`src/hw/rtl/u64da_pkg.sv`:
```
// Shared constants, types and control struct for the u64 to decimal ASCII converter.
package u64da_pkg;

    localparam int MAX_DIGITS  = 20;
    localparam int VALUE_WIDTH = 64;

    localparam int NUM_CELLS  = 20;
    localparam int IN_W       = 64;
    localparam int CHAR_W     = 6;
    localparam int COUNT_W    = 5;
    localparam int IDX_W      = $clog2(NUM_CELLS);
    localparam int BIT_CNT_W  = (VALUE_WIDTH > 1) ? $clog2(VALUE_WIDTH) : 1;

    localparam logic [CHAR_W-1:0] ASCII_ZERO = 6'd48;

    typedef logic [3:0]           bcd_t;
    typedef logic [COUNT_W-1:0]   count_t;
    typedef logic [IDX_W-1:0]     idx_t;
    typedef logic [BIT_CNT_W-1:0] bit_cnt_t;

    typedef struct packed {
        logic clear;
        logic shift;
    } cell_ctl_t;

    typedef enum logic [3:0] {
        ST_IDLE  = 4'b0001,
        ST_CONV  = 4'b0010,
        ST_COUNT = 4'b0100,
        ST_EMIT  = 4'b1000
    } state_t;

endpackage

```
`src/hw/rtl/u64da_cell.sv`:
```
// One BCD digit cell of the shift-and-add-3 conversion chain.
module u64da_cell
(
    input  logic                 clk,
    input  logic                 rst_n,
    input  u64da_pkg::cell_ctl_t ctl,
    input  logic                 carry_in,
    output logic                 carry_out,
    output u64da_pkg::bcd_t      digit
);

    u64da_pkg::bcd_t digit_reg;
    u64da_pkg::bcd_t digit_next;
    u64da_pkg::bcd_t adj;

    always_comb
    begin
        adj = (digit_reg >= 4'd5) ? digit_reg + 4'd3 : digit_reg;
        digit_next = digit_reg;
        if (ctl.clear)
        begin
            digit_next = '0;
        end
        else if (ctl.shift)
        begin
            digit_next = {adj[2:0], carry_in};
        end
    end

    assign carry_out = adj[3];
    assign digit     = digit_reg;

    always_ff @(posedge clk or negedge rst_n)
    begin
        if (!rst_n)
        begin
            digit_reg <= '0;
        end
        else
        begin
            digit_reg <= digit_next;
        end
    end

endmodule

```
`src/hw/rtl/u64_to_decimal_ascii.sv`:
```
// Top level: unsigned binary to decimal ASCII digit stream converter.
//
// Usage:
//   A transaction is accepted at a rising edge where start is high and busy
//   is low; value is sampled at that edge.
//   The value is shifted MSB first into a row of 20 BCD digit cells, one bit
//   per cycle, until all VALUE_WIDTH bits have passed the bit-serial chain.
//   The ST_COUNT state then finds the digit count, after which one digit
//   per cycle is presented, most significant first, each for exactly one
//   cycle with strobe high. digit_count is valid on every digit, is_last
//   marks the least significant digit. Zero gives the single digit '0'.
//   busy stays high until the last digit has been presented; the next
//   transaction can be accepted in the cycle after the last digit.
//   The receiver cannot stall: each digit is taken in its strobe cycle.
//   Reset (rst_n low, asynchronous) returns to idle with busy low; no
//   result is pending after reset.
module u64_to_decimal_ascii
(
    input  logic                               clk,
    input  logic                               rst_n,
    input  logic                               start,
    output logic                               busy,
    input  logic [u64da_pkg::IN_W-1:0]         value,
    output logic                               strobe,
    output logic [u64da_pkg::CHAR_W-1:0]       digit_char,
    output logic [u64da_pkg::COUNT_W-1:0]      digit_count,
    output logic                               is_last
);

    u64da_pkg::state_t   state_reg;
    u64da_pkg::state_t   state_next;
    logic [u64da_pkg::VALUE_WIDTH-1:0] shreg_reg;
    logic [u64da_pkg::VALUE_WIDTH-1:0] shreg_next;
    u64da_pkg::bit_cnt_t bit_cnt_reg;
    u64da_pkg::bit_cnt_t bit_cnt_next;
    u64da_pkg::count_t   count_reg;
    u64da_pkg::count_t   count_next;
    u64da_pkg::idx_t     idx_reg;
    u64da_pkg::idx_t     idx_next;

    u64da_pkg::cell_ctl_t ctl;
    logic                 carry [u64da_pkg::NUM_CELLS+1];
    u64da_pkg::bcd_t      digit [u64da_pkg::NUM_CELLS];
    u64da_pkg::count_t    ndig;
    logic                 accept;

    assign accept   = start && (state_reg == u64da_pkg::ST_IDLE);
    assign busy     = (state_reg != u64da_pkg::ST_IDLE);
    assign ctl.clear = accept;
    assign ctl.shift = (state_reg == u64da_pkg::ST_CONV);
    assign carry[0] = shreg_reg[u64da_pkg::VALUE_WIDTH-1];

    genvar g;
    generate
        for (g = 0; g < u64da_pkg::NUM_CELLS; g++)
        begin : g_cell
            u64da_cell u_cell
            (
                .clk       (clk),
                .rst_n     (rst_n),
                .ctl       (ctl),
                .carry_in  (carry[g]),
                .carry_out (carry[g+1]),
                .digit     (digit[g])
            );
        end
    endgenerate

    // highest nonzero digit, at least one digit, clamped to the limit
    always_comb
    begin
        ndig = u64da_pkg::count_t'(1);
        for (int i = 0; i < u64da_pkg::NUM_CELLS; i++)
        begin
            if (digit[i] != '0)
            begin
                ndig = u64da_pkg::count_t'(i + 1);
            end
        end
        if (ndig > u64da_pkg::count_t'(u64da_pkg::MAX_DIGITS))
        begin
            ndig = u64da_pkg::count_t'(u64da_pkg::MAX_DIGITS);
        end
    end

    always_comb
    begin
        state_next   = state_reg;
        shreg_next   = shreg_reg;
        bit_cnt_next = bit_cnt_reg;
        count_next   = count_reg;
        idx_next     = idx_reg;
        case (state_reg)
            u64da_pkg::ST_IDLE:
            begin
                if (start)
                begin
                    shreg_next   = value[u64da_pkg::VALUE_WIDTH-1:0];
                    bit_cnt_next = '0;
                    state_next   = u64da_pkg::ST_CONV;
                end
            end
            u64da_pkg::ST_CONV:
            begin
                shreg_next   = shreg_reg << 1;
                bit_cnt_next = bit_cnt_reg + 1'b1;
                if (bit_cnt_reg == u64da_pkg::bit_cnt_t'(u64da_pkg::VALUE_WIDTH - 1))
                begin
                    state_next = u64da_pkg::ST_COUNT;
                end
            end
            u64da_pkg::ST_COUNT:
            begin
                count_next = ndig;
                idx_next   = u64da_pkg::idx_t'(ndig - 1'b1);
                state_next = u64da_pkg::ST_EMIT;
            end
            u64da_pkg::ST_EMIT:
            begin
                idx_next = idx_reg - 1'b1;
                if (idx_reg == '0)
                begin
                    state_next = u64da_pkg::ST_IDLE;
                end
            end
            default:
            begin
                state_next = u64da_pkg::ST_IDLE;
            end
        endcase
    end

    always_ff @(posedge clk or negedge rst_n)
    begin
        if (!rst_n)
        begin
            state_reg   <= u64da_pkg::ST_IDLE;
            bit_cnt_reg <= '0;
            count_reg   <= '0;
            idx_reg     <= '0;
        end
        else
        begin
            state_reg   <= state_next;
            bit_cnt_reg <= bit_cnt_next;
            count_reg   <= count_next;
            idx_reg     <= idx_next;
        end
    end

    always_ff @(posedge clk)
    begin
        shreg_reg <= shreg_next;
    end

    assign strobe      = (state_reg == u64da_pkg::ST_EMIT);
    assign digit_char  = u64da_pkg::ASCII_ZERO + {2'b00, digit[idx_reg]};
    assign digit_count = count_reg;
    assign is_last     = (idx_reg == '0);

endmodule
```
`config.mk`:
```
export PLATFORM = sky130hd
export DESIGN_NAME = u64_to_decimal_ascii
export DESIGN_NICKNAME = d
export VERILOG_FILES = /design/src/hw/rtl/u64da_pkg.sv /design/src/hw/rtl/u64da_cell.sv /design/src/hw/rtl/u64_to_decimal_ascii.sv
export SDC_FILE = /design/constraint.sdc
export NUM_CORES = 1
export LEC_CHECK = 0
export ABC_AREA = 1
export BUFFER_PORTS_ARGS = -buffer_cell sky130_fd_sc_hd__buf_2
export CORE_ASPECT_RATIO = 0.75
export CORE_UTILIZATION = 60
export CTS_BUF_LIST = sky130_fd_sc_hd__clkbuf_4
export CTS_CLUSTER_DIAMETER = 200
export DETAILED_ROUTE_END_ITERATION = 10
export GPL_TIMING_DRIVEN = 0
export PLACE_DENSITY = 0.8
export SYNTH_ARGS = -nofsm -noshare
export SYNTH_HDL_FRONTEND = slang
export SYNTH_HIERARCHICAL = 1
export SYNTH_SLANG_ARGS = --single-unit
```
`constraint.sdc`:
```
create_clock -name clk -period 10.1 [get_ports clk]
set_input_delay 0.505 -clock clk [delete_from_list [all_inputs] [get_ports clk]]
set_output_delay 0.505 -clock clk [all_outputs]
set_load 0.02 [all_outputs]
```
==> results.yml, run 1 <==
worst_setup_path:
  crit_type: "flip-flop to output port"
  max_stage_delay_ns: 0.40
  crit_required_ns: 9.60
  startpoint: "idx_reg[0]"
  path_cells: "clkbuf_1 -> inv_2 -> buf_2 -> clkbuf_1 -> o21ai_0 -> o22ai_1 -> a31o_2 -> buf_2"
  slowest_stage: "dfrtp_1"
  cp.buffers_inverters: 5
  crit_arrival_ns: 2.90
  r2r-start: "g_cell[2].u_cell/digit[2]"
  crit_fanout: 10
  worst_setup_path_end_kind: "output port"
  startpoint_type: "flip-flop"
  cp_top_family: "buffers and inverters"
timing:
  fin_tns_setup_ns: 0
  slew_headroom_pct: 43.80
  fin_crit_ns: 3.407
  tightest_slew_ns: 0.8430
  drv_slew: 0
  timing.final.crit_share_pct: 33.73
  worst_slack_ns: 6.693
  fmax_ghz: 0.2935
  hold_viol_final: 0
  finClkSkew_ns: 0.02503
  rsz0062_at_grt: "no"
  setup_viol: 0
pwr:
  powerDensity_mw_per_mm2: 119.7
  p_leak_nw: 5.749
  peakVddDrop_v: 0.00007998
placed_design:
  dp_hpwl_um: 16990
  port_buffers: 78
  post-place-cells: 1683
  place_ws_ns: 7.234
  place_area_mm2: 0.01092
  place.gp.congestion: 0.9279
route:
  via_count: 9350
  vias_per_cell: 5.449
  drc_errors: 0
  dr.pass1.iters: 8
  ant_nets: 0
  drt-total-wl_um: 23450
  post_drt_wl_per_cell_um: 13.67
  first_iter_violations: 930
clocking:
  clkSinkCount: 164
  ctsResizeCount: 0
  root_buffer: "clkbuf_4"
  path_clk_slew_ns: 0.17
  cts_max_level: 4
  post_cts_buffers: 0
  numCtsBuffers: 17
  cts_tree: "built"
  cts_buffer_depth: 2
  insertion_delay_ns: 0.59
grt:
  grt_pass1_vias: 8358
  grt_pass1_wl_um: 39520
  gr-total-overflow: 0
  antenna_found_initial: 0
  grt.total_usage_pct: 28.19
  grt_max_degree: 69
floorplanning:
  die_x_um: 152.4
  fp.dieH_um: 114.8
  die_area_mm2: 0.01750
  rows: 40
  ios: 81
  core-area_mm2: 0.01632
  start_util_pct: 62.42
synthesis:
  syn_inst: 1391
  syn_area_mm2: 0.01018
  syn_avg_cell_area_um2: 7.321
  yosysWarnings: 6
final_layout:
  layout_commonest_cell: "nand2_1"
  area_growth_syn_to_layout_pct: 10.15
  num_antenna_cells: 0
  mostFrequentLayoutCells: "498 x nand2_1, 192 x inv_1, 152 x o21ai_0"
  largest_reg_flops: 80
  layout.nets: 1602
  instances_no_fill: 1716
  utilization_pct: 68.75
  final_layout_size_suffix_gt1_share_pct: 12.35
  final_area_mm2: 0.01122
  nFillCells: 1361
flow_run:
  drv_cap: 0
hold_path:
  holdCritStartpoint: "value[20]"
  min_path_type: "input pin to flip-flop"
status:
  run_status: "finished, final reports clean"
metrics by stage:
step                hold WS (ns)  total power, mW
floorplan                 0.2094           0.8863
global placement          0.4354           0.9424
detailed placement        0.4538           0.9487
CTS                       0.1285            1.353
global route              0.1191            1.412
finish                    0.1596            1.343
layer usage:
metal  up-vias  global-route usage, %  part of all wire [%]
li1       4690                      -                     -
met1      4321                  40.68                    49
met2       311                  44.49                    44
met3        28                  4.674                   6.1
met4         0                  7.609                   1.2
met5         -                      0                     0
repair_timing:
action                                  in CTS  in global routing
endpoints found under the setup margin       0                  0
hold buffers                                 1                  0
endpoints found under the hold margin       34                  0
worst reg2reg max path, delay by kind of cell, from the launching register on:
kind	cells	cell delay (ns)
buf+inv	2	0.16
compound gates	1	0.14
simple gates	24	1.88
flops	1	0.50
fa+ha+maj	1	0.17
path summary, 6_finish.rpt:
| kind | end | slack [ns] | cells after the start |
|---|---|---|---|
| worst max register to register | idx_reg[4] | 7.17 | 28 |
| worst max-delay path | digit_char[2] | 6.69 | 8 |
| worst min register to register | g_cell[0].u_cell/digit[0] | 0.46 | 2 |
| max in group asynchronous | state_reg[0] | 8.97 | 3 |
| worst min-delay path | shreg_reg[20] | 0.16 | 3 |
| min in group asynchronous | g_cell[2].u_cell/digit[2] | 0.40 | 2 |
where the power goes:
part	switching [mW]	internal (mW)	total (mW)	leakage [nW]
Sequential	0.0240	0.731	0.755	1.91
Clock	0.271	0.135	0.406	0.162
Combinational	0.120	0.0617	0.182	3.67
final cells by class:
cell class	instances	area [µm²]	share of cell area, %
multi-input cells	1002	4915	43.81
flip-flops and latches	164	4425	39.45
inverters	195	732.0	6.525
repair buffers	82	465.4	4.149
well taps	210	262.8	2.342
clock inverters	15	162.7	1.450
clock buffers	17	127.6	1.138
plain buffers	31	126.4	1.127
(Power assumes the default switching activity.)
==> run 2, diff against run 1 <==
==> constraint.sdc (replaced) <==
create_clock -name clk -period 3.4 [get_ports clk]
set_input_delay 0.17 -clock clk [delete_from_list [all_inputs] [get_ports clk]]
set_output_delay 0.17 -clock clk [all_outputs]
set_load 0.02 [all_outputs]
==> results.yml, run 2 (synthesis results as in run 1) <==
status:
  run_status: "finished, final reports clean"
final_layout:
  mostFrequentLayoutCells: "498 x nand2_1, 192 x inv_1, 152 x o21ai_0"
  num_antenna_cells: 0
  nFillCells: 1251
  multi_input_area_mm2: 0.004915
  area_growth_syn_to_layout_pct: 16.77
  layout_commonest_cell: "nand2_1"
  largest_reg_flops: 80
  layout.nets: 1667
  final_layout_size_suffix_gt1_share_pct: 11.84
  seqCellArea_mm2: 0.004425
clocking:
  cts_buffer_depth: 2
  numCtsBuffers: 17
  path_clk_slew_ns: 0.16
  ctsResizeCount: 0
  post_cts_buffers: 0
  insertion_delay_ns: 0.58
  cts_tree: "built"
  clkSinkCount: 164
  root_buffer: "clkbuf_4"
  hold_buffers: 66
  cts_max_level: 4
pwr:
  comb_power_share_pct: 15.0
  switchingPower_mw: 1.328
  powerDensity_mw_per_mm2: 344.6
  power_frac_clock_pct: 30.2
  switching_share_pct: 32.42
  p_leak_nw: 6.027
  internal-power_mw: 2.770
  finalPower_mw: 4.098
  p_seq_share_pct: 54.8
  peakVddDrop_v: 0.0002427
worst_setup_path:
  startpoint_type: "flip-flop"
  worst_setup_path_end_kind: "output port"
  crit_type: "flip-flop to output port"
  reg2reg_depth: 8
  startpoint: "idx_reg[0]"
  r2r-start: "state_reg[2]"
  crit_required_ns: 3.23
  crit_fanout: 10
  r2r-end: "bit_cnt_reg[1]"
  rrSetupSlack_ns: 0.48
  crit_arrival_ns: 2.80
route:
  via_count: 9887
  post_drt_wl_per_cell_um: 14.41
  drt-total-wl_um: 25670
  first_iter_violations: 1033
  drc_errors: 0
  ant_nets: 0
  dr.pass1.iters: 5
  vias_per_cell: 5.551
placed_design:
  dp_hpwl_um: 17170
  port_buffers: 78
  place.gp.congestion: 0.9313
floorplanning:
  die_area_mm2: 0.01750
  fp.dieH_um: 114.8
  ios: 81
  core-area_mm2: 0.01632
  rows: 40
  start_util_pct: 62.42
  die_x_um: 152.4
timing:
  slew_headroom_pct: 42.86
  tightest_slew_ns: 0.8564
  fin_tns_setup_ns: 0
  rsz0062_at_grt: "no"
  drv_slew: 0
  timing.final.crit_share_pct: 87.29
  setup_viol: 0
  hold_viol_final: 0
  fmax_ghz: 0.3369
  fin_crit_ns: 2.968
  finClkSkew_ns: 0.02902
grt:
  antenna_found_initial: 0
  grt_pass1_vias: 9127
  grt_pass1_wl_um: 43080
  grt_max_degree: 69
  gr-total-overflow: 0
  grt.total_usage_pct: 30.83
hold_path:
  min_path_type: "input pin to async pin"
flow_run:
  drv_cap: 0
run 2: cell types whose count changed in the layout (fill, tap and decap cells not counted), moves of 2 or more:
cell	before	now
dlygate4sd3_1	1	66
clkinv_4	2	0
inv_6	5	3
clkinv_8	1	4
inv_8	4	7
clkinv_2	2	0
run 2: cell type report:
type                            count  share of cell area (%)
Multi-Input combinational cell   1002                   41.33
Sequential cell                   164                   37.22
Timing Repair Buffer              147                   9.386
Inverter                          195                   6.155
Tap cell                          210                   2.210
Clock inverter                     15                   1.568
Clock buffer                       17                   1.073
Buffer                             31                   1.063
run 2: worst max-delay path by stage:
stage                endpoint  cells past startpoint
2_1_floorplan  bit_cnt_reg[1]                      7
3_3_place_gp   bit_cnt_reg[1]                      7
3_5_place_dp       idx_reg[4]                     28
4_1_cts         digit_char[2]                      8
5_1_grt            idx_reg[4]                     28
6_report        digit_char[2]                      8
run 2: metal layers:
| metal | GRT usage (%) | wire length [µm] | up-vias |
|---|---|---|---|
| met1 | 43.22 | 11730 | 4613 |
| met3 | 5.051 | 1906 | 24 |
| li1 | - | - | 4823 |
| met4 | 7.407 | 232 | 0 |
| met2 | 50.66 | 11800 | 427 |
| met5 | 0 | 0 | - |
run 2: critical path, cell delays in order (launching register included):
cell	delay, ns
dfrtp_1	0.40
clkbuf_1	0.21
inv_2	0.22
buf_2	0.27
clkbuf_1	0.35
o21ai_0	0.14
o22ai_1	0.27
a31o_2	0.21
buf_2	0.16
run 2: through the flow:
stage / std cells / hold WS, ns / setup WS (ns) / util (%) / cell area [µm²]
after CTS: 1781 / 0.2044 / 0.4770 / 72.88 / 11890
after floorplan: 1392 / -0.1256 / 0.3635 / - / 10190
after detailed placement: 1683 / 0.2969 / 0.5545 / 66.91 / 10920
after global routing: 1781 / 0.2397 / 0.1845 / 72.88 / 11890
final: 1781 / 0.1868 / 0.4322 / 72.88 / 11890
after global placement: 1680 / 0.4327 / -1.014 / 66.46 / 10840
run 2: power by group through the flow:
stage	clock, mW	combinational [mW]	sequential (mW)
floorplan	0	0.369	2.26
finish	1.24	0.614	2.24
global route	1.34	0.702	2.26
global placement	0	0.516	2.28
CTS	1.26	0.599	2.24
detailed placement	0	0.538	2.28
==> run 3, diff against run 2 <==
--- a/config.mk
+++ b/config.mk
@@ -5,15 +5,15 @@
 export SDC_FILE = /design/constraint.sdc
 export NUM_CORES = 1
 export LEC_CHECK = 0
-export ABC_AREA = 1
-export BUFFER_PORTS_ARGS = -buffer_cell sky130_fd_sc_hd__buf_2
+export CAP_MARGIN = 20
 export CORE_ASPECT_RATIO = 0.75
 export CORE_UTILIZATION = 60
 export CTS_BUF_LIST = sky130_fd_sc_hd__clkbuf_4
 export CTS_CLUSTER_DIAMETER = 200
 export DETAILED_ROUTE_END_ITERATION = 10
+export DONT_BUFFER_PORTS = 1
 export GPL_TIMING_DRIVEN = 0
-export PLACE_DENSITY = 0.8
+export PLACE_DENSITY = 0.76
 export SYNTH_ARGS = -nofsm -noshare
 export SYNTH_HDL_FRONTEND = slang
 export SYNTH_HIERARCHICAL = 1
==> results.yml, run 3 <==
timing:
  setup_viol: 0
  fin_crit_ns: 3.168
  tightest_slew_ns: 0.8442
  timing.final.crit_share_pct: 93.17
  hold_viol_final: 0
  slew_headroom_pct: 43.67
  fmax_ghz: 0.3157
  worst_slack_ns: 0.2321
  drv_slew: 0
  rsz0062_at_grt: "no"
  hold_ws_ns: 0.1256
  finClkSkew_ns: 0.03035
clocking:
  ctsResizeCount: 0
  cts_buffer_depth: 2
  path_clk_slew_ns: 0.17
  numCtsBuffers: 17
  root_buffer: "clkbuf_4"
  hold_buffers: 67
  insertion_delay_ns: 0.63
  clkSinkCount: 164
  cts_tree: "built"
  post_cts_buffers: 0
  cts_max_level: 4
final_layout:
  largest_reg_flops: 80
  layout_commonest_cell: "nand2_1"
  final_area_mm2: 0.01135
  multi_input_area_mm2: 0.005205
  nFillCells: 1196
  num_antenna_cells: 0
  final_layout_size_suffix_gt1_share_pct: 14.54
  instances_no_fill: 1331
  area_growth_syn_to_layout_pct: 13.18
  mostFrequentLayoutCells: "261 x nand2_1, 99 x dfrtp_1, 69 x o21ai_0"
  layout.nets: 1217
  seqCellArea_mm2: 0.004425
placed_design:
  port_buffers: 0
  dp_hpwl_um: 14720
  post-place-cells: 1232
  place.gp.congestion: 0.8333
  place_area_mm2: 0.01034
  place_ws_ns: 0.5838
worst_setup_path:
  r2r-end: "idx_reg[4]"
  crit_fanout: 10
  crit_required_ns: 3.23
  crit_arrival_ns: 3.00
  slowest_stage: "mux4_2"
  crit_type: "flip-flop to output port"
  cp_top_family: "multiplexers"
  startpoint_type: "flip-flop"
  path_cells: "clkbuf_1 -> buf_2 -> mux4_2 -> mux4_2 -> nand2_1 -> nand2_1"
  reg2reg_depth: 10
  worst_setup_path_end_kind: "output port"
  r2r-start: "g_cell[6].u_cell/digit[0]"
  cp.buffers_inverters: 2
  rrSetupSlack_ns: 0.44
  max_stage_delay_ns: 0.60
pwr:
  p_seq_share_pct: 36.5
  switching_share_pct: 45.99
  comb_power_share_pct: 51.2
  finalPower_mw: 10.20
  switchingPower_mw: 4.691
  internal-power_mw: 5.510
  peakVddDrop_v: 0.0004397
  powerDensity_mw_per_mm2: 899.0
  p_leak_nw: 4.610
  power_frac_clock_pct: 12.3
route:
  vias_per_cell: 6.074
  ant_nets: 0
  post_drt_wl_per_cell_um: 17.28
  via_count: 8084
  drc_errors: 0
  first_iter_violations: 709
  drt-total-wl_um: 22990
  dr.pass1.iters: 5
floorplanning:
  die_x_um: 151.3
  die_area_mm2: 0.01724
  fp.dieH_um: 113.9
  rows: 40
  ios: 81
  start_util_pct: 62.02
  core-area_mm2: 0.01617
grt:
  grt_pass1_wl_um: 36930
  gr-total-overflow: 0
  grt_max_degree: 101
  antenna_found_initial: 0
  grt.total_usage_pct: 27.70
  grt_pass1_vias: 7370
hold_path:
  min_path_type: "input pin to async pin"
synthesis:
  yosysWarnings: 6
  syn_avg_cell_area_um2: 9.849
  syn_inst: 1018
  syn_area_mm2: 0.01003
status:
  run_status: "finished, final reports clean"
flow_run:
  drv_cap: 0
[run 3: power groups by stage]
stage	clock (mW)	sequential, mW	combinational (mW)
2_1_floorplan	0	3.51	4.09
3_3_place_gp	0	3.74	4.85
3_5_place_dp	0	3.74	5.04
4_1_cts	1.27	3.70	5.15
5_1_grt	1.34	3.85	5.80
6_report	1.25	3.73	5.22
[run 3: stage by stage]
stage | TNS, ns | util (%)
detailed placement | 0 | 63.96
CTS | 0 | 70.19
finish | 0 | 70.19
floorplan | 0 | -
global placement | -81.58 | 63.67
global route | 0 | 70.19
[run 3: worst max-delay path by stage]
stage / start / to / cells past startpoint
after floorplan: state_reg[0] / g_cell[0].u_cell/digit[1] / 5
after global placement: state_reg[0] / g_cell[9].u_cell/digit[1] / 5
after detailed placement: g_cell[2].u_cell/digit[0] / idx_reg[4] / 10
after CTS: idx_reg[0] / digit_char[0] / 6
after global routing: idx_reg[0] / digit_char[3] / 6
final: idx_reg[0] / digit_char[2] / 6
[run 3: final cells by class]
cell class / count / area share, %
Inverter: 47 / 1.621
Clock inverter: 15 / 1.687
Multi-Input combinational cell: 762 / 45.87
Buffer: 46 / 1.996
Sequential cell: 164 / 39.00
Timing Repair Buffer: 70 / 6.384
Clock buffer: 17 / 1.125
Tap cell: 210 / 2.316
[run 3: per-layer routing]
layer / GRT usage, % / vias to the layer above / wire [µm]
li1: - / 3851 / -
met1: 39.96 / 4003 / 10690
met2: 41.98 / 202 / 10680
met3: 6.000 / 28 / 1266
met4: 8.200 / 0 / 355
met5: 0 / - / 0
